===== src/msfgu_ram.sv =====
// ----------------------------------------------------------------------------
// msfgu_ram: generic single-write, single-read RAM
// One write port and one read port; the read data is registered.
// ----------------------------------------------------------------------------
module msfgu_ram #(
  parameter int WIDTH = 48,
  parameter int DEPTH = 64
) (
  input  logic                     clk_i,
  input  logic                     we_i,
  input  logic [$clog2(DEPTH)-1:0] waddr_i,
  input  logic [WIDTH-1:0]         wdata_i,
  input  logic [$clog2(DEPTH)-1:0] raddr_i,
  output logic [WIDTH-1:0]         rdata_o
);

  logic [WIDTH-1:0] mem_q [DEPTH];
  logic [WIDTH-1:0] rdata_q;

  // Storage array with a registered read.
  always_ff @(posedge clk_i) begin
    if (we_i) begin
      mem_q[waddr_i] <= wdata_i;
    end
    rdata_q <= mem_q[raddr_i];
  end

  assign rdata_o = rdata_q;

endmodule


===== config.mk =====
export PLATFORM = sky130hd
export DESIGN_NAME = msfgu_ram
export DESIGN_NICKNAME = d
export VERILOG_FILES = /design/src/msfgu_ram.sv
export SDC_FILE = /design/constraint.sdc
export NUM_CORES = 2
export LEC_CHECK = 0
export BUFFER_PORTS_ARGS = -buffer_cell sky130_fd_sc_hd__buf_2
export CAP_MARGIN = 20
export CORE_MARGIN = 2
export CORE_UTILIZATION = 53
export DETAILED_ROUTE_END_ITERATION = 16
export GPL_TIMING_DRIVEN = 1
export PLACE_DENSITY = 0.69
export SYNTH_ARGS = -nofsm -noshare
export SYNTH_HDL_FRONTEND = slang
export SYNTH_SLANG_ARGS = --single-unit

===== constraint.sdc =====
create_clock -name clk_i -period 9.2 [get_ports clk_i]
set_input_delay 2.76 -clock clk_i [delete_from_list [all_inputs] [get_ports clk_i]]
set_output_delay 2.76 -clock clk_i [all_outputs]
set_load 0.05 [all_outputs]

==> results.yml <==
worst_hold_path:
  min_from: "mem_q[58][36]$_DFFE_PP_"
  hp-class: "reg2reg"
worst_setup_path:
  critPathLaunchType: "input port"
  cp_cell_sequence: "buf_12, buf_12, mux4_2, a22o_1, a221oi_1, a221oi_1"
  endpoint: "rdata_o[43]$_DFF_P_"
  crit_fanout: 86
  worstSetupPathType: "in2reg"
  reg2regPathDepth: 4
  cp_num_cells: 6
  critPathSlowestCell: "a221oi_1"
  timing.rr.end: "rdata_o[43]$_DFF_P_"
  r2r_start: "mem_q[11][43]$_DFFE_PP_"
  critPathTopFamily: "compound AO/OA/AOI/OAI gates"
  slowest_delay_ns: 1.00
  arrival_ns: 6.05
  critical_path.startpoint: "raddr_i[0]"
  end_kind: "register"
  critPathRequiredTime_ns: 9.95
  r2r_slack_ns: 6.74
  critPathBufInv: 2
power_and_ir_drop:
  p_leak_nw: 40.98
  seqPwrFrac_pct: 53.8
  intPower_mw: 23.17
  clock_power_share_pct: 41.2
  p_sw_mw: 6.218
  powerDensity_mw_per_mm2: 222.3
  vdd_drop_max_v: 0.0002132
  combPwrFrac_pct: 5.0
  switching_share_pct: 21.16
  total_power_mw: 29.39
place:
  dp_cells: 7906
  gp_congestion: 0.8188
  dp_hpwl_um: 167700
  portBuffers: 109
cells_and_area:
  nNetsFinal: 5367
  final_cells: 8495
  drive_above_1_share_pct: 28.18
  layout_common_cells: "3072 x edfxtp_1, 754 x mux4_2, 324 x clkbuf_16"
  syn_to_final_growth_pct: 12.87
  nFillCells: 14951
  mostFrequentLayoutCell: "edfxtp_1"
timing:
  hold_viol: 0
  drv_slew: 0
  fin_tns_setup_ns: 0
  max-slew-margin-rel_pct: 13.54
  final.period_utilization_pct: 57.56
  clock_skew_ns: 0.05158
  tightestPinTransition_ns: 1.297
  rsz0062_at_grt: "no"
  final.min_clock_period_ns: 5.295
  max_freq_ghz: 0.1889
  setup_violations: 0
floorplanning:
  die_area_mm2: 0.2248
  start_util_pct: 53.30
  std_cell_rows: 172
  die_y_um: 474.1
  die_w_um: 474.1
  coreArea_mm2: 0.2197
  ios: 110
clock_tree:
  clkTransAtPathRegs_ns: 0.06
  insertion_delay_ns: 0.94
  cts.sinks: 3120
  cts_setup_buffers: 0
  cts_buffer_depth: 4
  cts-resized-gates: 0
  cts_tree: "done"
  root_buffer: "clkbuf_16"
  cts_made_buffers: 319
  hold_buffers: 0
  htree_levels: 5
synth:
  ys_seq_area_share_pct: 79.59
  synthCells: 4970
  synth.distinct_cells: 36
  syn_avg_cell_area_um2: 23.56
  ys_warn_count: 0
  syn_area_mm2: 0.1171
  syn_nets: 5032
  ys_seq_elements: 3120
global_routing:
  antenna_found_initial: 23
  grt_first_pass_wirelength_um: 434500
  grt_usage_pct: 27.80
  grt_pass1_vias: 56169
  grt_max_degree: 124
  grt-ovfl-total: 0
detailed_routing:
  drt_iter0_markers: 8931
  drc: 0
  antenna_left: 0
  viasPerCell: 6.738
  first_pass_iters: 9
  finalWirelength_um: 310300
  via_count: 57238
  wl_per_cell_um: 36.53
run_status:
  outcome: "completed"
run:
  cap_violations: 0
## power groups by stage
stage                     logic [mW]  registers (mW)  clock network, mW
after detailed placement        1.44            16.1                  0
after floorplan                0.752            16.2                  0
after CTS                       1.44            15.8               12.2
final                           1.48            15.8               12.1
after global routing            1.55            15.8               12.7
after global placement          1.42            16.1                  0
## logic make-up (layout without fill, tap and decap cells)
group                  after synthesis  after routing  synth area share [%]
AND/OR/NAND/NOR                    253            253                0.9572
multiplexers                       829            829                 15.15
other                                0             11                     0
buffers and inverters              282            838                 1.279
flip-flops                        3120           3120                 79.59
AO/OA/AOI/OAI                      486            486                 3.024
## metal layers
layer	wire length (µm)	global-route usage [%]	vias to the layer above
li1	-	-	22179
met1	115500	39.25	30628
met2	149100	43.61	3801
met3	34590	5.982	620
met4	11070	9.504	10
met5	66	0	-
## stage by stage
step                hold WS (ns)  instance area (µm²)  utilization [%]  worst slack, ns
floorplan                 0.7096               117100                -            2.155
detailed placement        0.7846               121900            55.47            3.059
CTS                       0.8132               131400            59.81            4.091
global route              0.8745               132200            60.15            3.786
finish                    0.8077               132200            60.16            3.905
global placement          0.7621               121700            55.39            3.083
## sequential cells by signal, indices dropped and copies added (netlist names)
signal,count
mem_q,3072
rdata_o,48
## worst min-delay path by stage
stage | endpoint | depth (start not counted)
3_5_place_dp | rdata_o[36]$_DFF_P_ | 4
4_1_cts | rdata_o[36]$_DFF_P_ | 4
3_3_place_gp | rdata_o[36]$_DFF_P_ | 4
2_1_floorplan | rdata_o[13]$_DFF_P_ | 4
6_report | rdata_o[36]$_DFF_P_ | 4
5_1_grt | rdata_o[36]$_DFF_P_ | 4
## final cells by class
class	instances	area, µm²	area share, %
flip-flops and latches	3120	93210	70.51
multi-input cells	1568	22950	17.36
clock buffers	412	8548	6.467
well taps	2958	3701	2.800
repair buffers	296	2760	2.088
clock inverters	130	997.2	0.7544
diodes	11	27.53	0.02082
## worst reg2reg max path, delay by kind of cell (launching register included)
kind               cells  cell delay [ns]
AOI/OAI and AO/OA      3             1.44
muxes                  1             0.51
DFF                    1             0.35
## cell usage after synthesis
library cell | instances | area share (%)
nand2b_1 | 10 | 0.053
nor3_1 | 3 | 0.013
or3_1 | 3 | 0.016
or3b_2 | 4 | 0.030
mux2i_1 | 63 | 0.54
a211oi_1 | 32 | 0.21
a221oi_1 | 83 | 0.62
clkbuf_1 | 98 | 0.31
buf_4 | 62 | 0.40
and3_1 | 1 | 0.0053
buf_6 | 11 | 0.11
clkbuf_2 | 1 | 0.0043
and2_1 | 3 | 0.016
buf_1 | 12 | 0.038
nand4b_1 | 1 | 0.0075
nand3b_1 | 5 | 0.032
or2_2 | 3 | 0.016
edfxtp_1 | 3072 | 79
mux4_2 | 754 | 14
nor2_1 | 132 | 0.42
a31oi_1 | 1 | 0.0053
a311oi_1 | 11 | 0.082
o22ai_1 | 122 | 0.65
buf_2 | 98 | 0.42
nor2b_1 | 24 | 0.13
a31o_2 | 5 | 0.037
o221ai_1 | 28 | 0.21
a21oi_1 | 74 | 0.32
a22oi_1 | 72 | 0.46
a22o_1 | 57 | 0.43
nand3_1 | 7 | 0.030
mux2_2 | 12 | 0.12
dfxtp_1 | 48 | 0.82
a311o_1 | 1 | 0.0085
nand2_1 | 55 | 0.18
nand4_1 | 2 | 0.011
(Power assumes the default switching activity.)
