[src/msfgu_pkg.sv]
// ----------------------------------------------------------------------------
// msfgu_pkg: shared types and helpers for the spin-flip Green update
// Holds the Q8.40 number types, item and status codes and the sign
// and saturation helpers used by the datapath units.
// ----------------------------------------------------------------------------
package msfgu_pkg;

  localparam int QW   = 48;   // Q8.40 signed value width
  localparam int OW   = 49;   // operand width, covers 1 - g and 1 - g unsaturated
  localparam int GW   = 47;   // gain register width
  localparam int FRAC = 40;   // fraction bits

  typedef logic signed [QW-1:0] q_t;
  typedef logic signed [OW-1:0] opnd_t;

  typedef struct packed {
    logic sat;
    q_t   val;
  } qsat_t;

  localparam q_t    ONE_Q = 48'sh0100_0000_0000;
  localparam opnd_t ONE_O = 49'sh0_0100_0000_0000;
  localparam q_t    Q_MAX = 48'sh7fff_ffff_ffff;
  localparam q_t    Q_MIN = 48'sh8000_0000_0000;

  typedef enum logic [1:0] {
    KIND_WR_ELEM = 2'd0,
    KIND_WR_SIGN = 2'd1,
    KIND_PROPOSE = 2'd2,
    KIND_RD_ELEM = 2'd3
  } kind_e;

  localparam logic [1:0] STATUS_OK     = 2'd0;
  localparam logic [1:0] STATUS_SAT    = 2'd1;
  localparam logic [1:0] STATUS_REJECT = 2'd2;

  localparam logic CFG_GAIN_MINUS = 1'b0;
  localparam logic CFG_GAIN_PLUS  = 1'b1;

  // Sign-extend a value to operand width.
  function automatic opnd_t ext_q(input q_t v);
    return {v[QW-1], v};
  endfunction

  // Apply a sign to a magnitude, clamping to the signed 48-bit range.
  function automatic qsat_t sign_mag(input logic neg, input logic [56:0] m);
    qsat_t       r;
    logic [56:0] lim;
    logic [56:0] mm;
    lim   = neg ? (57'd1 << 47) : ((57'd1 << 47) - 57'd1);
    r.sat = (m > lim);
    mm    = r.sat ? lim : m;
    r.val = neg ? -$signed(mm[QW-1:0]) : $signed(mm[QW-1:0]);
    return r;
  endfunction

  // Saturate a 49-bit signed sum into 48 bits.
  function automatic qsat_t sat_q48(input opnd_t x);
    qsat_t r;
    r.sat = (x[OW-1] != x[OW-2]);
    if (r.sat) begin
      r.val = x[OW-1] ? Q_MIN : Q_MAX;
    end else begin
      r.val = x[QW-1:0];
    end
    return r;
  endfunction

endpackage

[src/msfgu_mul.sv]
// ----------------------------------------------------------------------------
// msfgu_mul: iterative Q8.40 multiplier
// Forms a 48x48 magnitude product from four 24x24 partial products, one
// per pass, then rounds to nearest (ties away) and saturates.
// ----------------------------------------------------------------------------
module msfgu_mul import msfgu_pkg::*; (
  input  logic  clk_i,
  input  logic  rst_ni,
  input  logic  start_i,
  input  opnd_t a_i,
  input  opnd_t b_i,
  output logic  done_o,
  output q_t    res_o,
  output logic  sat_o
);

  localparam int HW = QW / 2;

  logic            busy_q, busy_d;
  logic [2:0]      cnt_q, cnt_d;
  logic            neg_q, neg_d;
  logic [QW-1:0]   ua_q, ua_d, ub_q, ub_d;
  logic [QW-1:0]   pp_q, pp_d;
  logic [1:0]      sh_q, sh_d;
  logic [2*QW-1:0] acc_q, acc_d;
  logic            done_q, done_d;
  q_t              res_q, res_d;
  logic            sat_q, sat_d;

  logic [HW-1:0]   a_half, b_half;
  logic [2*QW:0]   rnd;
  qsat_t           fin;

  // Partial product selection, accumulation and final rounding.
  always_comb begin
    a_half = cnt_q[0] ? ua_q[QW-1:HW] : ua_q[HW-1:0];
    b_half = cnt_q[1] ? ub_q[QW-1:HW] : ub_q[HW-1:0];
    rnd    = {1'b0, acc_q} + ((2*QW+1)'(1) << (FRAC - 1));
    fin    = sign_mag(neg_q, rnd[2*QW:FRAC]);

    busy_d = busy_q;
    cnt_d  = cnt_q;
    neg_d  = neg_q;
    ua_d   = ua_q;
    ub_d   = ub_q;
    pp_d   = pp_q;
    sh_d   = sh_q;
    acc_d  = acc_q;
    done_d = 1'b0;
    res_d  = res_q;
    sat_d  = sat_q;

    if (start_i) begin
      busy_d = 1'b1;
      cnt_d  = 3'd0;
      neg_d  = a_i[OW-1] ^ b_i[OW-1];
      ua_d   = a_i[OW-1] ? QW'(-a_i) : QW'(a_i);
      ub_d   = b_i[OW-1] ? QW'(-b_i) : QW'(b_i);
      acc_d  = '0;
    end else if (busy_q) begin
      cnt_d = cnt_q + 3'd1;
      if (cnt_q < 3'd4) begin
        pp_d = QW'(a_half * b_half);
        sh_d = {1'b0, cnt_q[0]} + {1'b0, cnt_q[1]};
      end
      if (cnt_q >= 3'd1 && cnt_q <= 3'd4) begin
        acc_d = acc_q + ((2*QW)'(pp_q) << (HW * int'(sh_q)));
      end
      if (cnt_q == 3'd5) begin
        res_d  = fin.val;
        sat_d  = fin.sat;
        done_d = 1'b1;
        busy_d = 1'b0;
      end
    end
  end

  always_ff @(posedge clk_i or negedge rst_ni) begin
    if (!rst_ni) begin
      busy_q <= 1'b0;
      cnt_q  <= 3'd0;
      done_q <= 1'b0;
    end else begin
      busy_q <= busy_d;
      cnt_q  <= cnt_d;
      done_q <= done_d;
    end
  end

  always_ff @(posedge clk_i) begin
    neg_q <= neg_d;
    ua_q  <= ua_d;
    ub_q  <= ub_d;
    pp_q  <= pp_d;
    sh_q  <= sh_d;
    acc_q <= acc_d;
    res_q <= res_d;
    sat_q <= sat_d;
  end

  assign done_o = done_q;
  assign res_o  = res_q;
  assign sat_o  = sat_q;

endmodule

[config.mk]
export PLATFORM = sky130hd
export DESIGN_NAME = msfgu_mul
export DESIGN_NICKNAME = d
export VERILOG_FILES = /design/src/msfgu_pkg.sv /design/src/msfgu_mul.sv
export SDC_FILE = /design/constraint.sdc
export NUM_CORES = 2
export LEC_CHECK = 0
export BUFFER_PORTS_ARGS = -buffer_cell sky130_fd_sc_hd__buf_2
export CORE_ASPECT_RATIO = 2
export CORE_MARGIN = 4
export CORE_UTILIZATION = 35
export DETAILED_ROUTE_END_ITERATION = 7
export SYNTH_ARGS = -nofsm -noshare
export SYNTH_HDL_FRONTEND = slang
export SYNTH_SLANG_ARGS = --single-unit
[constraint.sdc]
create_clock -name clk_i -period 24.7 [get_ports clk_i]
set_input_delay 1.235 -clock clk_i [delete_from_list [all_inputs] [get_ports clk_i]]
set_output_delay 1.235 -clock clk_i [all_outputs]
set_load 0.02 [all_outputs]
==> out/summary.txt <==
RSZ-0062 raised after global routing: no
post-synth net total: 5,916
number of port buffers: 150
clock sinks: 297
minimum clock period: 8.980 ns
status: finished, final reports clean
Synth Area in Adders: 32.34%
Top FF cell, synth: edfxtp_1
top-area cell type share of the netlist area: 22.75%
DRT antenna net count: 0
Synth Instances: 5,006
Synth Register Bits: 297
fmax: 111.4 MHz
worst min-delay path class: reg2reg
Tcrit/Tclk final: 36.36%
Synth Area in Simple Gates: 17.30%
CP max FO: 53
I/O pins: 151
Hold-fix buffers, CTS: 0
DRC: 0
Worst Max-Slew Pin Slew: 1.133 ns
TNS Setup: 0 ns
Synth Cell Area: 42,510 um^2
share of layout cells above drive strength 1: 8.337%
clock transition at the registers of the reported paths: 0.07 ns
Clock Skew: 0.04026 ns
largest family of logic cells by synthesized area: adder cells
asr flop ratio synth: 1.684%
total number of vias: 36.80k
vias per inst: 5.576
WP data arrival: 9.44 ns
Core Area: 120,500 um^2
Max H-tree Level: 2
Post-Synth XOR/XNOR Area: 5.457%
kind of critical path: reg2reg
sequential element share of the synthesized area: 18.66%
Area Growth Syn to Fin: 8.542%
Slew Limit Headroom: 22.32%
post-cts resize count: 0
GPL Wtd Cong: 1.022
max_cap viols: 0
Setup violations, final: 0
Unique masters post-synth: 93
drt total wl: 156.8 mm
HPWL after detailed placement: 126.3 mm
compound-cell area share of the yosys netlist: 14.50%
dominant cells by area after synthesis: fa_1 (23%), edfxtp_1 (14%), ha_1 (9.6%)
mux contribution to synthesized area: 3.809%
number of nets in the layout: 5,934
startpoint types: flip-flop
# Post-CTS Setup Buffers: 0
total grt overflow: 0
vias in the first global route: 38.15k
clock tree buffer depth: 3
Clock Tree Root: clkbuf_16
syn avg cell area: 8.491 um^2
CTS Buf Count: 34
Routed WL per cell: 23.75 um
most common cell after layout, fill and taps aside: inv_1
Synth area leader: fa_1
Critical Path End Type: flip-flop
most frequent cells in the layout: inv_1 (644), nand2_1 (637), nor2_1 (490), fa_1 (483), ha_1 (325)
Initial Util: 35.28%
Detailed Routing Iterations Pass 1: 6
drt initial violations: 2,037
die height: 500.8 um
Die ar.: 127,400 um^2
largest net degree at the start of global routing: 72
Worst-Skew Late Latency: 0.61 ns
first-pass GRT wire length: 231.8 mm
initial antenna violation count: 3
number of enable flip-flop cells after synthesis: 196
die width: 254.4 um
Synth Warn #: 0
GRT Util Overall: 24.33%
Std-Cell Rows: 180
Pins Over Slew Limit: 0
WP data required: 25.16 ns
final hold vios: 0
CTS tree: built
-- cell families (layout without fill, tap and decap cells) --
kind of cell	after synthesis	in the layout
buffers and inverters	894	938
adder cells (fa/ha/maj)	809	809
flip-flops	297	297
AND/OR/NAND/NOR	1627	1627
XOR/XNOR	264	264
AO/OA/AOI/OAI	962	962
multiplexers	153	153
other	0	3
-- synthesized netlist by cell type, types with 62 or more instances --
cell      number
ha_1         326
edfxtp_1     196
mux2i_1       83
mux2_2        70
nand3_1      100
nor3_1        65
xnor2_1      201
dfxtp_1       96
o21ai_0      179
xor2_1        62
fa_1         483
inv_1        644
nor2_1       492
a21o_1        97
clkbuf_1     215
nand2_1      637
a21oi_1      306
-- metrics by stage --
stage	worst slack [ns]	hold slack, ns	cell area (um^2)	utilization [%]	std cells
finish	15.72	0.4598	46140	38.29	6600
global route	15.41	0.4782	46130	38.29	6598
CTS	15.71	0.4537	46120	38.28	6596
detailed placement	15.70	0.4494	44920	37.28	6534
global placement	15.83	0.4433	44920	37.28	6534
floorplan	16.20	0.4362	42510	-	5006
-- final timing paths --
kind                            from        end  cells past startpoint  slack, ns
hold / removal             acc_q[38]  acc_q[38]                      2       0.46
max in group asynchronous     rst_ni   cnt_q[1]                      1      23.93
hold reg to reg            acc_q[38]  acc_q[38]                      2       0.46
setup reg to reg            cnt_q[0]   pp_q[44]                     27      15.72
setup / recovery            cnt_q[0]   pp_q[44]                     27      15.72
min in group asynchronous     rst_ni     done_o                      1       0.50
-- critical path, cell delays in order, from the launching register on --
cell,delay [ns]
dfrtp_2,0.34
buf_4,0.58
mux2_2,0.65
nand2_1,0.16
fa_1,0.56
inv_1,0.06
fa_1,0.59
inv_1,0.07
fa_1,0.50
fa_1,0.53
inv_1,0.05
fa_1,0.46
fa_1,0.54
inv_1,0.07
fa_1,0.54
inv_1,0.04
ha_1,0.37
a21o_1,0.20
a21o_1,0.17
a21o_1,0.19
o21ai_0,0.44
nand3b_1,0.16
o211ai_1,0.28
a21oi_1,0.17
nor2_1,0.13
a21oi_1,0.14
or4b_2,0.63
nand4b_1,0.10
-- cell type report --
type                    count  area, um^2
fillers                 12229       74350
multi-input cells        3815       31280
flip-flops and latches    297        7935
inverters                 647        2429
well taps                1547        1936
repair buffers            229        1350
clock buffers              43       925.9
clock inverters            19       275.3
diodes                      3       7.507
-- flip-flops by register name (all words and copies together) (netlist names) --
signal,flops
done_o,1
cnt_q,3
res_o,48
acc_q,96
pp_q,48
ua_q,48
sat_o,1
busy_q,1
neg_q,1
ub_q,48
sh_q,2
-- per-layer routing --
metal	vias up	global-route usage (%)	part of all wire [%]
li1	16933	-	-
met1	17875	21.97	31
met2	1383	45.45	52
met3	610	3.570	5.0
met4	0	22.67	12
met5	-	0	0
Power is not shown: default switching activity piles up to over one toggle a cycle in this logic, so the estimate is an artifact.
