## config.mk

```make
export PLATFORM = sky130hd
export DESIGN_NAME = msfgu_div
export DESIGN_NICKNAME = d
export VERILOG_FILES = /design/src/msfgu_pkg.sv /design/src/msfgu_div.sv
export SDC_FILE = /design/constraint.sdc
export NUM_CORES = 1
export LEC_CHECK = 0
export BUFFER_PORTS_ARGS = -buffer_cell sky130_fd_sc_hd__buf_2
export CORE_MARGIN = 5
export CORE_UTILIZATION = 40
export DETAILED_ROUTE_END_ITERATION = 8
export HOLD_SLACK_MARGIN = 0.03
export PLACE_DENSITY = 0.53
export SLEW_MARGIN = 15
export SYNTH_ARGS = -nofsm -noshare
export SYNTH_HDL_FRONTEND = slang
export SYNTH_SLANG_ARGS = --single-unit
export TNS_END_PERCENT = 100
```

## constraint.sdc

```tcl
create_clock -name clk_i -period 8.85 [get_ports clk_i]
set_input_delay 2.655 -clock clk_i [delete_from_list [all_inputs] [get_ports clk_i]]
set_output_delay 2.655 -clock clk_i [all_outputs]
set_load 0.05 [all_outputs]
```

## src/msfgu_pkg.sv

```systemverilog
// ----------------------------------------------------------------------------
// msfgu_pkg: shared types and helpers for the spin-flip Green update
// Holds the Q8.40 number types, item and status codes and the sign
// and saturation helpers used by the datapath units.
// ----------------------------------------------------------------------------
package msfgu_pkg;

  localparam int QW   = 48;   // Q8.40 signed value width
  localparam int OW   = 49;   // operand width, covers 1 - g and 1 - g unsaturated
  localparam int GW   = 47;   // gain register width
  localparam int FRAC = 40;   // fraction bits

  typedef logic signed [QW-1:0] q_t;
  typedef logic signed [OW-1:0] opnd_t;

  typedef struct packed {
    logic sat;
    q_t   val;
  } qsat_t;

  localparam q_t    ONE_Q = 48'sh0100_0000_0000;
  localparam opnd_t ONE_O = 49'sh0_0100_0000_0000;
  localparam q_t    Q_MAX = 48'sh7fff_ffff_ffff;
  localparam q_t    Q_MIN = 48'sh8000_0000_0000;

  typedef enum logic [1:0] {
    KIND_WR_ELEM = 2'd0,
    KIND_WR_SIGN = 2'd1,
    KIND_PROPOSE = 2'd2,
    KIND_RD_ELEM = 2'd3
  } kind_e;

  localparam logic [1:0] STATUS_OK     = 2'd0;
  localparam logic [1:0] STATUS_SAT    = 2'd1;
  localparam logic [1:0] STATUS_REJECT = 2'd2;

  localparam logic CFG_GAIN_MINUS = 1'b0;
  localparam logic CFG_GAIN_PLUS  = 1'b1;

  // Sign-extend a value to operand width.
  function automatic opnd_t ext_q(input q_t v);
    return {v[QW-1], v};
  endfunction

  // Apply a sign to a magnitude, clamping to the signed 48-bit range.
  function automatic qsat_t sign_mag(input logic neg, input logic [56:0] m);
    qsat_t       r;
    logic [56:0] lim;
    logic [56:0] mm;
    lim   = neg ? (57'd1 << 47) : ((57'd1 << 47) - 57'd1);
    r.sat = (m > lim);
    mm    = r.sat ? lim : m;
    r.val = neg ? -$signed(mm[QW-1:0]) : $signed(mm[QW-1:0]);
    return r;
  endfunction

  // Saturate a 49-bit signed sum into 48 bits.
  function automatic qsat_t sat_q48(input opnd_t x);
    qsat_t r;
    r.sat = (x[OW-1] != x[OW-2]);
    if (r.sat) begin
      r.val = x[OW-1] ? Q_MIN : Q_MAX;
    end else begin
      r.val = x[QW-1:0];
    end
    return r;
  endfunction

endpackage

```

## src/msfgu_div.sv

```systemverilog
// ----------------------------------------------------------------------------
// msfgu_div: radix-2 restoring Q8.40 divider
// Produces one quotient bit per cycle with one guard bit, then rounds
// to nearest (ties away) and saturates. Division by zero saturates.
// ----------------------------------------------------------------------------
module msfgu_div import msfgu_pkg::*; (
  input  logic  clk_i,
  input  logic  rst_ni,
  input  logic  start_i,
  input  opnd_t num_i,
  input  q_t    den_i,
  output logic  busy_o,
  output q_t    quo_o,
  output logic  sat_o
);

  localparam int DVW = QW + FRAC + 1;
  localparam int CW  = $clog2(DVW + 1);

  logic           busy_q, busy_d;
  logic [CW-1:0]  cnt_q, cnt_d;
  logic           neg_q, neg_d, nneg_q, nneg_d, nzero_q, nzero_d, dzero_q, dzero_d;
  logic [QW-1:0]  ud_q, ud_d;
  logic [DVW-1:0] dvd_q, dvd_d, qb_q, qb_d;
  logic [QW:0]    rem_q, rem_d;
  q_t             res_q, res_d;
  logic           sat_q, sat_d;

  logic [QW-1:0]  un;
  opnd_t          den_x;
  logic [QW:0]    rem_sh;
  logic           ge;
  logic           big;
  logic [QW+1:0]  rsum;
  qsat_t          fin;

  // Shift-subtract step and final rounding.
  always_comb begin
    den_x  = ext_q(den_i);
    un     = num_i[OW-1] ? QW'(-num_i) : QW'(num_i);
    rem_sh = {rem_q[QW-1:0], dvd_q[DVW-1]};
    ge     = (rem_sh >= {1'b0, ud_q});
    big    = (qb_q[DVW-1:FRAC+1] > QW'(128));
    rsum   = {1'b0, qb_q[QW:0]} + (QW+2)'(1);
    if (dzero_q) begin
      fin.sat = 1'b1;
      fin.val = nzero_q ? q_t'(0) : (nneg_q ? Q_MIN : Q_MAX);
    end else if (big) begin
      fin = sign_mag(neg_q, 57'd1 << 47);
    end else begin
      fin = sign_mag(neg_q, 57'(rsum[QW+1:1]));
    end

    busy_d  = busy_q;
    cnt_d   = cnt_q;
    neg_d   = neg_q;
    nneg_d  = nneg_q;
    nzero_d = nzero_q;
    dzero_d = dzero_q;
    ud_d    = ud_q;
    dvd_d   = dvd_q;
    qb_d    = qb_q;
    rem_d   = rem_q;
    res_d   = res_q;
    sat_d   = sat_q;

    if (start_i) begin
      busy_d  = 1'b1;
      cnt_d   = '0;
      neg_d   = num_i[OW-1] ^ den_i[QW-1];
      nneg_d  = num_i[OW-1];
      nzero_d = (un == '0);
      ud_d    = den_i[QW-1] ? QW'(-den_x) : QW'(den_x);
      dzero_d = (den_i == '0);
      dvd_d   = {un, (FRAC+1)'(0)};
      qb_d    = '0;
      rem_d   = '0;
    end else if (busy_q) begin
      if (cnt_q < CW'(DVW)) begin
        rem_d = ge ? (rem_sh - {1'b0, ud_q}) : rem_sh;
        qb_d  = {qb_q[DVW-2:0], ge};
        dvd_d = {dvd_q[DVW-2:0], 1'b0};
        cnt_d = cnt_q + CW'(1);
      end else begin
        res_d  = fin.val;
        sat_d  = fin.sat;
        busy_d = 1'b0;
      end
    end
  end

  always_ff @(posedge clk_i or negedge rst_ni) begin
    if (!rst_ni) begin
      busy_q <= 1'b0;
      cnt_q  <= '0;
    end else begin
      busy_q <= busy_d;
      cnt_q  <= cnt_d;
    end
  end

  always_ff @(posedge clk_i) begin
    neg_q   <= neg_d;
    nneg_q  <= nneg_d;
    nzero_q <= nzero_d;
    dzero_q <= dzero_d;
    ud_q    <= ud_d;
    dvd_q   <= dvd_d;
    qb_q    <= qb_d;
    rem_q   <= rem_d;
    res_q   <= res_d;
    sat_q   <= sat_d;
  end

  assign busy_o = busy_q;
  assign quo_o  = res_q;
  assign sat_o  = sat_q;

endmodule

```

==> summary.md, run 1 <==
| Metric | Value |
|---|---|
| Outcome | complete, no violations |
| Initial Utilization | 0.4060 |
| Root Buffer Master | clkbuf_16 |
| Drt first pass iters | 5 |
| Setup Skew | 0.01279 ns |
| CTS tree | built |
| Synth top cells by count | nand2_1 (201), nor2_1 (170), a21oi_1 (169), edfxtp_1 (149), o21ai_0 (139) |
| Yosys Warn Count | 0 |
| Clk_lat worst skew | 0.55 ns |
| Startpoint Class | flop |
| Synthesized Nets | 2554 |
| Crit path max-delay family | simple AND/OR/NAND/NOR gates |
| GRT Total Usage | 0.1994 |
| Core area | 50380 µm² |
| Die Ht | 236.1 µm |
| Worst path buffer plus inverter count | 1 |
| Post-DP HPWL | 42.81 mm |
| Boundary Pins | 150 |
| Synth top area share | 0.2187 |
| Final ANT Viol Nets | 0 |
| Synth area leader | edfxtp_1 |
| DR vias | 17.96k |
| Grt ovf | 0 |
| CTS Hold Bufs | 0 |
| Worst-Margin Slew | 1.005 ns |
| Post-CTS setup buffers | 0 |
| Vias in the first global route | 17.21k |
| Top-count cell post-synth | nand2_1 |
| WP data required | 9.23 ns |
| Initial DRC count | 1358 |
| GPL Wtd Cong | 0.9126 |
| Syn avg cell area | 8.697 µm² |
| Max incr delay on CP | 0.63 ns |
| Layout area overhead | 12.06% |
| CTS Buf Count | 37 |
| Fin area | 22920 µm² |
| WL per Instance | 18.50 µm |
| Maximum clock rate | 132.0 MHz |
| Leakage | 9.301 nW |
| Final hold vios | 0 |
| Fill count | 4986 |
| Crit path kind | reg -> reg |
| Most frequent cell on the critical path | nand2_1 |
| Peak VDD IR | 0.1559 mV |
| Initial antenna violation count | 2 |
| CP max-delay cell | nor4_1 |
| Sequential share of the synthesized area | 0.3626 |
| Yosys cell types | 90 |
| Ys flop type | edfxtp_1 |
| Final setup TNS | 0 ns |
| Final setup fails | 0 |
| Layout cells sized above 1 | 0.1080 |
| Die ar. | 55760 µm² |
| Slew headroom | 0.3301 |
| Worst-path clk slew | 0.06 ns |
| Min Tclk post-route | 7.574 ns |
| First-pass GRT wire length | 92.74 mm |
| Nets | 2629 |
| Max-slew violations | 0 |
| Hold Crit Class | reg -> reg |
| Crit path max fanout | 19 |
| RSZ-0062 raised after global routing | false |
| Worst Setup End Kind | flop |
| Area of placed instances | 21730 µm² |
| # rows | 82 |
| FF+latch count, synth | 294 |
| Pwr per Cell Area | 212.9 nW/µm² |
| Largest net degree at the start of global routing | 111 |
| Maximum clock path buffer count | 3 |
| Fraction of registers with async set/reset | 0.02721 |
| H-tree depth | 2 |
| Clk sink count | 294 |
| Post-CTS Resized | 0 |
| EDFF count, synth | 149 |
| Period utilization | 0.8559 |
| Die boundary width | 236.1 µm |
| DRT Wirelength | 57.87 mm |
| Max cap viols | 0 |
| Via/cell ratio | 5.742 |
| Post-Synthesis Cells | 2352 |
| DRC violations left | 0 |
| Port-buffer cells | 149 |
| Largest cells by area after synthesis | edfxtp_1 (22%), dfxtp_1 (13%), ha_1 (6.2%) |
| Mapped cell area | 20450 µm² |
| Critical Path AT | 7.96 ns |
| Cell Chain, Critical Path | nand4_1 > nor4_1 > nand2_1 > nor4_1 > xnor2_1 > inv_1 > ha_1 > nand4_1 > nor4_1 > nand2_1 > a31oi_1 > o22ai_1 > nand2_1 > nand2_1 > o21ai_0 > ha_1 > nand2_1 > nor4_1 > nand4_1 > nor3_1 > o21ai_1 > a211o_1 > a311o_1 > o211ai_1 |
## metrics by stage
step                      total power [mW]  hold slack [ns]    util  instances  worst slack, ns
after CTS                            4.930           0.4682  0.4549       3125            1.345
after global placement               3.400           0.4593  0.4313       3060            1.439
final                                4.880           0.4651  0.4550       3127            1.276
after floorplan                      3.001           0.4445       -       2352            1.650
after global routing                 5.203           0.4927  0.4550       3127           0.6103
after detailed placement             3.416           0.4603  0.4313       3060            1.385
## cell type report
type                    count  area (µm²)  share of cell area
multi-input cells        1811       12120              0.5287
repair buffers            172       937.1             0.04089
clock buffers              51        1041             0.04542
well taps                 672       840.8             0.03668
flip-flops and latches    294        7417              0.3236
clock inverters            14       145.1            0.006332
diodes                      2       5.005           0.0002184
inverters                 111       416.7             0.01818
## cells in the final DEF, fill, tap and decap left out, types with 24 or more instances in the layout
cell type | synthesis | layout
nor2_1 | 170 | 169
ha_1 | 101 | 101
buf_2 | 17 | 148
xnor2_1 | 109 | 109
nand4_1 | 65 | 65
a211oi_1 | 42 | 42
inv_1 | 109 | 108
a22o_1 | 82 | 82
o21ai_0 | 139 | 139
o21ai_1 | 24 | 24
nand3_1 | 62 | 62
a21o_1 | 33 | 33
dfxtp_1 | 137 | 137
clkbuf_16 | 0 | 39
nand2_1 | 201 | 201
o31ai_1 | 45 | 44
nor4_1 | 41 | 41
edfxtp_1 | 149 | 149
nor3_1 | 55 | 55
a21oi_1 | 169 | 169
mux2i_1 | 52 | 52
xor2_1 | 89 | 89
## power by group
part	total [mW]	switching, mW	internal [mW]	leakage, nW
combinational	1.70	0.987	0.717	6.07
sequential	1.70	0.0984	1.60	2.66
clock	1.48	0.595	0.885	0.572
total	4.88	1.68	3.20	9.30
## routing by layer
layer | global-route usage | routed length [µm] | vias to the layer above
met1 | 0.2788 | 27290 | 8474
met2 | 0.3197 | 26040 | 433
met5 | 0 | 0 | -
li1 | - | - | 8946
met4 | 0.06734 | 1766 | 0
met3 | 0.02663 | 2770 | 103
## path summary, 6_finish.rpt
path	from	end	slack, ns	cells past startpoint
max	qb_q[5]$_SDFFE_PP0P_	quo_o[38]$_DFFE_PP_	1.28	24
min	rem_q[15]$_SDFFE_PP0P_	rem_q[15]$_SDFFE_PP0P_	0.47	2
max reg2reg	qb_q[5]$_SDFFE_PP0P_	quo_o[38]$_DFFE_PP_	1.28	24
min reg2reg	rem_q[15]$_SDFFE_PP0P_	rem_q[15]$_SDFFE_PP0P_	0.47	2
max in group asynchronous	rst_ni	cnt_q[1]$_DFFE_PN0P_	6.72	1
min in group asynchronous	rst_ni	cnt_q[5]$_DFFE_PN0P_	1.95	1
## worst register-to-register path: cells and delay by family (launching register included)
kind                     cells  cell delay [ns]
flip-flops                   1             0.52
adder cells (fa/ha/maj)      2             0.54
AND/OR/NAND/NOR             13             4.41
XOR/XNOR                     1             0.35
AO/OA/AOI/OAI                7             1.50
buffers and inverters        1             0.11
## sequential cells by signal, summed over array words and instances (netlist names)
name	cells
dvd_q	48
qb_q	89
dzero_q	1
quo_o	48
ud_q	48
sat_o	1
neg_q	1
nzero_q	1
nneg_q	1
busy_o	1
rem_q	48
cnt_q	7
## cell families (layout without fill, tap and decap cells)
logic type,after synthesis,count (layout),share of synthesized area
fa+ha+maj,102,102,0.06276
flops,294,294,0.3626
compound gates,686,686,0.2219
xor+xnor,198,198,0.08478
mux,56,56,0.02765
simple gates,769,769,0.1936
other cells,0,2,0
buf+inv,247,348,0.04673
(Power assumes the default switching activity.)
==> inputs of run 2 (changes only) <==
==> constraint.sdc (replaced) <==
create_clock -name clk_i -period 8.85 [get_ports clk_i]
set_input_delay 0.885 -clock clk_i [delete_from_list [all_inputs] [get_ports clk_i]]
set_output_delay 0.885 -clock clk_i [all_outputs]
set_load 0.05 [all_outputs]
==> run 2 against run 1 <==
Compared with the run above:
- register-to-register slack got worse by 0.02 ns
- via count fell by 0.11%
- critical path type unchanged
- wire length rose by 0.15%
- design area grew 0.12%
- sequential share of layout area barely moved
- worst setup slack got worse by 0.022 ns
==> summary.md, run 2 (synthesis gave the netlist of run 1 again) <==
| Metric | Value |
|---|---|
| Root Buffer Master | clkbuf_16 |
| Switch share | 0.3401 (-0.004250) |
| H-tree depth | 2 (unchanged) |
| Inst Count DP | 3061 (+0.033%) |
| Worst-path clk slew | 0.05 ns (about the same) |
| First-pass GRT wire length | 92.94 mm (+0.22%) |
| Via/cell ratio | 5.734 (-0.14%) |
| Clk_lat worst skew | 0.56 ns (about the same) |
| Die Ht | 236.1 µm (unchanged) |
| R2R depth | 24 (unchanged) |
| Max-slew violations | 0 (unchanged) |
| Period utilization | 0.8583 (+0.002436) |
| Post-CTS setup buffers | 0 (unchanged) |
| GPL Wtd Cong | 0.9046 (-0.88%) |
| Final hold vios | 0 (unchanged) |
| Post-CTS Resized | 0 (unchanged) |
| Sequential fraction of design power | 0.347 (about the same) |
| Fill count | 5021 (+0.70%) |
| Drt first pass iters | 5 (unchanged) |
| Initial Utilization | 0.4060 (unchanged) |
| Boundary Pins | 150 (unchanged) |
| Cell Chain, Critical Path | nand4_1 > nor4_1 > nand2_1 > nor4_1 > xnor2_1 > inv_1 > ha_1 > nand4_1 > nor4_1 > nand2_1 > a31oi_1 > o22ai_1 > nand2_1 > nand2_1 > o21ai_0 > ha_1 > nand2_1 > nor4_1 > nand4_1 > nor3_1 > o21ai_1 > a211o_1 > a311o_1 > o211ai_1 |
| Crit path max-delay family | simple AND/OR/NAND/NOR gates |
| Post-DP HPWL | 42.72 mm (-0.20%) |
| RR Startpoint | qb_q[5]$_SDFFE_PP0P_ |
| Leakage | 9.322 nW (+0.22%) |
| Reg with most FFs | qb_q |
| Most frequent cells in the layout | nand2_1 (201), nor2_1 (169), a21oi_1 (169) |
| Crit path max fanout | 19 (unchanged) |
| Min Tclk post-route | 7.596 ns (+0.02156 ns) |
| Setup Skew | 0.02231 ns (+0.009524 ns) |
| Initial antenna violation count | 0 (-2) |
| Die ar. | 55760 µm² (unchanged) |
| RR Endpoint | quo_o[38]$_DFFE_PP_ |
| Worst Setup End Kind | flop |
| Clk pwr share | 0.305 (+0.002) |
| Sequential cell area | 7417 µm² (unchanged) |
| CTS Buf Count | 37 (unchanged) |
| Area of the multi-input gates | 12120 µm² (unchanged) |
| Worst path buffer plus inverter count | 1 (unchanged) |
| CTS Hold Bufs | 0 (unchanged) |
| Peak VDD IR | 0.1544 mV (-0.96%) |
| Reg2reg setup slack | 1.25 ns (-0.02 ns) |
| Antenna Cells | 0 (-2) |
| Largest net degree at the start of global routing | 111 (unchanged) |
| DRC violations left | 0 (unchanged) |
| Internal Power | 3.230 mW (+0.93%) |
| Port-buffer cells | 149 (unchanged) |
| Hold slack | 0.1711 ns (-0.2941 ns) |
| Grt ovf | 0 (unchanged) |
| Initial DRC count | 1504 (+11%) |
| Critical Path AT | 7.97 ns (about the same) |
| P_sw | 1.664 mW (-0.96%) |
| Startpoint Class | flop |
| Fin cells | 3128 (+0.032%) |
| Max incr delay on CP | 0.66 ns (+0.03 ns) |
| Comb pwr share | 0.348 (about the same) |
| Crit path kind | reg -> reg |
| Maximum clock path buffer count | 3 (unchanged) |
| Final setup TNS | 0 ns (unchanged) |
| WP data required | 9.23 ns (about the same) |
| DRT Wirelength | 57.95 mm (+0.15%) |
| # rows | 82 (unchanged) |
| Levels on crit path | 24 (unchanged) |
| Die boundary width | 236.1 µm (unchanged) |
| CTS tree | built |
| Final setup fails | 0 (unchanged) |
| Final ANT Viol Nets | 0 (unchanged) |
| Worst-Margin Slew | 0.9867 ns (-0.01817 ns) |
| Slew headroom | 0.3422 (+0.01211) |
| Maximum clock rate | 131.6 MHz (-0.28%) |
| RSZ-0062 raised after global routing | false |
| WL per Instance | 18.53 µm (+0.11%) |
| Core area | 50380 µm² (unchanged) |
| CP max-delay cell | nor4_1 |
| Layout area overhead | 12.19% |
| Hold Crit Class | in -> async |
| Pwr per Cell Area | 213.3 nW/µm² (+0.16%) |
| Layout cells sized above 1 | 0.1087 (+0.0006824) |
| Most common cell after layout, fill and taps aside | nand2_1 |
| GRT Total Usage | 0.1996 (about the same) |
| Clk sink count | 294 (unchanged) |
| Vias in the first global route | 17.08k (-0.75%) |
| Number of flip-flops in the largest register | 89 (unchanged) |
| DR vias | 17.94k (-0.11%) |
| Max cap viols | 0 (unchanged) |
| Outcome | complete, no violations |
| Nets | 2630 (+0.038%) |
| Most frequent cell on the critical path | nand2_1 |
==> run 2: changes by cell type in the layout (fill, tap and decap cells not counted), moves of 2 or more <==
cell      delta
clkbuf_1     +3
clkbuf_8     +2
diode_2      -2
clkinv_2     +2
clkinv_1     -2
inv_6        -2
==> run 2: power groups by stage <==
stage | registers, mW | logic [mW] | clock network, mW
6_report | 1.70 | 1.70 | 1.49
4_1_cts | 1.70 | 1.70 | 1.55
5_1_grt | 1.72 | 1.90 | 1.60
3_5_place_dp | 1.72 | 1.69 | 0
3_3_place_gp | 1.72 | 1.68 | 0
2_1_floorplan | 1.69 | 1.31 | 0
==> run 2: metrics by stage <==
step / worst slack [ns] / power (mW) / utilization / area, µm²
after floorplan: 3.026 / 3.001 / - / 20450
after global placement: 1.451 / 3.402 / 0.4315 / 21740
after detailed placement: 1.331 / 3.411 / 0.4315 / 21740
after CTS: 1.280 / 4.946 / 0.4554 / 22940
after global routing: 0.5991 / 5.222 / 0.4555 / 22950
final: 1.254 / 4.894 / 0.4555 / 22950
==> run 2: final cells by class <==
type | count | share of cell area
Clock buffer | 55 | 0.04596
Clock inverter | 12 | 0.006652
Inverter | 111 | 0.01816
Multi-Input combinational cell | 1811 | 0.5281
Sequential cell | 294 | 0.3232
Tap cell | 672 | 0.03664
Timing Repair Buffer | 173 | 0.04133
==> run 2: worst max path at each step <==
stage | startpoint | endpoint
2_1_floorplan | qb_q[0]$_SDFFE_PP0P_ | quo_o[38]$_DFFE_PP_
3_3_place_gp | qb_q[5]$_SDFFE_PP0P_ | quo_o[38]$_DFFE_PP_
6_report | qb_q[5]$_SDFFE_PP0P_ | quo_o[38]$_DFFE_PP_
3_5_place_dp | qb_q[5]$_SDFFE_PP0P_ | quo_o[38]$_DFFE_PP_
4_1_cts | qb_q[5]$_SDFFE_PP0P_ | quo_o[38]$_DFFE_PP_
5_1_grt | qb_q[5]$_SDFFE_PP0P_ | quo_o[38]$_DFFE_PP_
==> run 2: worst register-to-register path: cells and delay by family, from the launching register on <==
family,cells,cell delay (ns)
XOR/XNOR,1,0.34
buffers and inverters,1,0.09
adder cells (fa/ha/maj),2,0.52
AND/OR/NAND/NOR,13,4.44
AO/OA/AOI/OAI,7,1.52
flip-flops,1,0.52
==> run 2: layer usage <==
metal | part of all wire | track usage | vias to the layer above
met3 | 0.050 | 0.03025 | 92
met4 | 0.026 | 0.05982 | 0
met1 | 0.47 | 0.2763 | 8458
met5 | 0 | 0 | -
li1 | - | - | 8929
met2 | 0.46 | 0.3244 | 457
==> inputs of run 3 (changes only) <==
--- a/config.mk
+++ b/config.mk
@@ -6,7 +6,6 @@
 export NUM_CORES = 1
 export LEC_CHECK = 0
 export BUFFER_PORTS_ARGS = -buffer_cell sky130_fd_sc_hd__buf_2
-export CORE_MARGIN = 5
 export CORE_UTILIZATION = 40
 export DETAILED_ROUTE_END_ITERATION = 8
 export HOLD_SLACK_MARGIN = 0.03
==> run 3 against run 2 <==
Compared with the run above:
- die area decreased by 6.7%
- core utilization is essentially flat
- clock power about the same
==> summary.md, run 3 (synthesis gave the netlist of run 1 again) <==
| Metric | Value |
|---|---|
| Outcome | complete, no violations |
| Post-CTS setup buffers | 0 (unchanged) |
| Drt first pass iters | 7 (+2) |
| CTS tree | built |
| Maximum clock path buffer count | 3 (unchanged) |
| Boundary Pins | 150 (unchanged) |
| Inst Count DP | 3062 (+0.033%) |
| Clk sink count | 294 (unchanged) |
| Crit path kind | reg -> reg |
| Period utilization | 0.8714 (+0.01314) |
| Post-DP HPWL | 41.96 mm (-1.8%) |
| Number of flip-flops in the largest register | 89 (unchanged) |
| Slew headroom | 0.3301 (-0.01215) |
| Worst-Margin Slew | 1.002 ns (+0.01541 ns) |
| Worst Setup End Kind | flop |
| Max-slew violations | 0 (unchanged) |
| Root Buffer Master | clkbuf_16 |
| # rows | 82 (unchanged) |
| Via/cell ratio | 5.700 (-0.59%) |
| DRC violations left | 0 (unchanged) |
| Critical Path AT | 8.10 ns (+0.13 ns) |
| Final setup fails | 0 (unchanged) |
| Initial DRC count | 1258 (-16%) |
| Sequential cell area | 7417 µm² (unchanged) |
| Fill count | 5010 (-0.22%) |
| Port-buffer cells | 149 (unchanged) |
| Grt ovf | 0 (unchanged) |
| Most common cell after layout, fill and taps aside | nand2_1 |
| Crit path max fanout | 18 (-1) |
| Nets | 2631 (+0.038%) |
| Die ar. | 52050 µm² (-6.7%) |
| DR vias | 17.83k (-0.59%) |
| Leakage | 9.315 nW (about the same) |
| Antenna Cells | 0 (unchanged) |
| Peak VDD IR | 0.1138 mV (-26%) |
| Die Ht | 228.1 µm (-3.4%) |
| Area of the multi-input gates | 12120 µm² (about the same) |
| CTS Hold Bufs | 0 (unchanged) |
| Setup Skew | 0.01059 ns (-0.01172 ns) |
| Fin cells | 3128 (unchanged) |
| Layout area overhead | 12.04% |
| Layout cells sized above 1 | 0.1091 (+0.0004072) |
| WL per Instance | 18.33 µm (-1.1%) |
| Initial Utilization | 0.4069 (+0.0008287) |
| GPL Wtd Cong | 0.9131 (+0.94%) |
| Largest net degree at the start of global routing | 106 (-4.5%) |
| Maximum clock rate | 129.7 MHz (-1.5%) |
| GRT Total Usage | 0.2147 (+0.01513) |
| Final ANT Viol Nets | 0 (unchanged) |
| Post-CTS Resized | 0 (unchanged) |
| Total Power | 4.888 mW (-0.13%) |
| First-pass GRT wire length | 91.59 mm (-1.5%) |
| Worst-path clk slew | 0.06 ns (about the same) |
| CTS Buf Count | 37 (unchanged) |
| Startpoint Class | flop |
| Initial antenna violation count | 0 (unchanged) |
| Final setup TNS | 0 ns (unchanged) |
| Vias in the first global route | 16.77k (-1.8%) |
| Most frequent cells in the layout | nand2_1 (201), nor2_1 (169), a21oi_1 (169) |
| Die boundary width | 228.1 µm (-3.4%) |
| Core area | 50270 µm² (-0.20%) |
| RSZ-0062 raised after global routing | false |
| Final hold vios | 0 (unchanged) |
| WP data required | 9.24 ns (about the same) |
| H-tree depth | 2 (unchanged) |
| Max cap viols | 0 (unchanged) |
| DRT Wirelength | 57.33 mm (-1.1%) |
| Clk_lat worst skew | 0.55 ns (about the same) |
| Pwr per Cell Area | 213.3 nW/µm² (about the same) |
| Min Tclk post-route | 7.712 ns (+0.1163 ns) |
| Hold Crit Class | in -> async |
| Reg with most FFs | qb_q |
run 3: cell types whose count changed in the layout (fill, tap and decap cells not counted), moves of 2 or more:
cell      before  now
clkbuf_1      13    9
clkinv_1       2    5
buf_4         22   24
clkinv_2       4    7
clkbuf_8       4    2
run 3: final cells by class:
type | count | area share
multi-input combinational | 1811 | 0.5287
sequential | 294 | 0.3237
clock buffer | 49 | 0.04417
timing repair buffer | 174 | 0.04117
tap | 672 | 0.03669
inverter | 111 | 0.01818
clock inverter | 17 | 0.007425
run 3: routing by layer:
metal | global-route usage | routed length [µm]
met1 | 0.3030 | 27900
met2 | 0.3449 | 25980
met3 | 0.02238 | 2108
met4 | 0.06418 | 1338
met5 | 0 | 0
run 3: per-stage QoR:
stage / hold slack, ns / area (µm²) / util / worst slack, ns
final: 0.1679 / 22920 / 0.4558 / 1.138
after CTS: 0.1475 / 22910 / 0.4558 / 1.102
after global routing: 0.1621 / 22920 / 0.4558 / 0.6217
after detailed placement: 0.4650 / 21730 / 0.4323 / 1.118
after global placement: 0.4562 / 21730 / 0.4323 / 1.450
after floorplan: 0.4445 / 20450 / - / 3.026
run 3: final timing paths:
kind / cells past startpoint / slack, ns / to / startpoint
setup / recovery: 26 / 1.14 / quo_o[38]$_DFFE_PP_ / qb_q[1]$_SDFFE_PP0P_
hold / removal: 1 / 0.17 / cnt_q[4]$_DFFE_PN0P_ / rst_ni
setup reg to reg: 26 / 1.14 / quo_o[38]$_DFFE_PP_ / qb_q[1]$_SDFFE_PP0P_
hold reg to reg: 2 / 0.47 / rem_q[9]$_SDFFE_PP0P_ / rem_q[9]$_SDFFE_PP0P_
max in group asynchronous: 1 / 8.51 / busy_o$_DFF_PN0_ / rst_ni
min in group clk_i: 2 / 0.47 / rem_q[9]$_SDFFE_PP0P_ / rem_q[9]$_SDFFE_PP0P_
run 3: power breakdown:
| group | switching, mW | internal (mW) |
|---|---|---|
| clock | 0.592 | 0.892 |
| combinational | 0.992 | 0.718 |
| sequential | 0.0961 | 1.60 |
run 3: critical path, stage by stage, from the launching register on:
cell	delay [ns]
dfxtp_1	0.49
ha_1	0.28
nand4_1	0.31
nor4_1	0.82
nand2_1	0.31
nor4_1	0.43
xnor2_1	0.34
inv_1	0.09
ha_1	0.31
nand4_1	0.12
nor4_1	0.58
nand2_1	0.17
a31oi_1	0.18
o22ai_1	0.15
nand2_1	0.12
buf_4	0.24
nand2_1	0.20
o21ai_0	0.17
ha_1	0.19
nand2_1	0.09
nor4_1	0.29
nand4_1	0.17
nor3_1	0.48
o21ai_1	0.24
a211o_1	0.34
a311o_1	0.35
o211ai_1	0.09
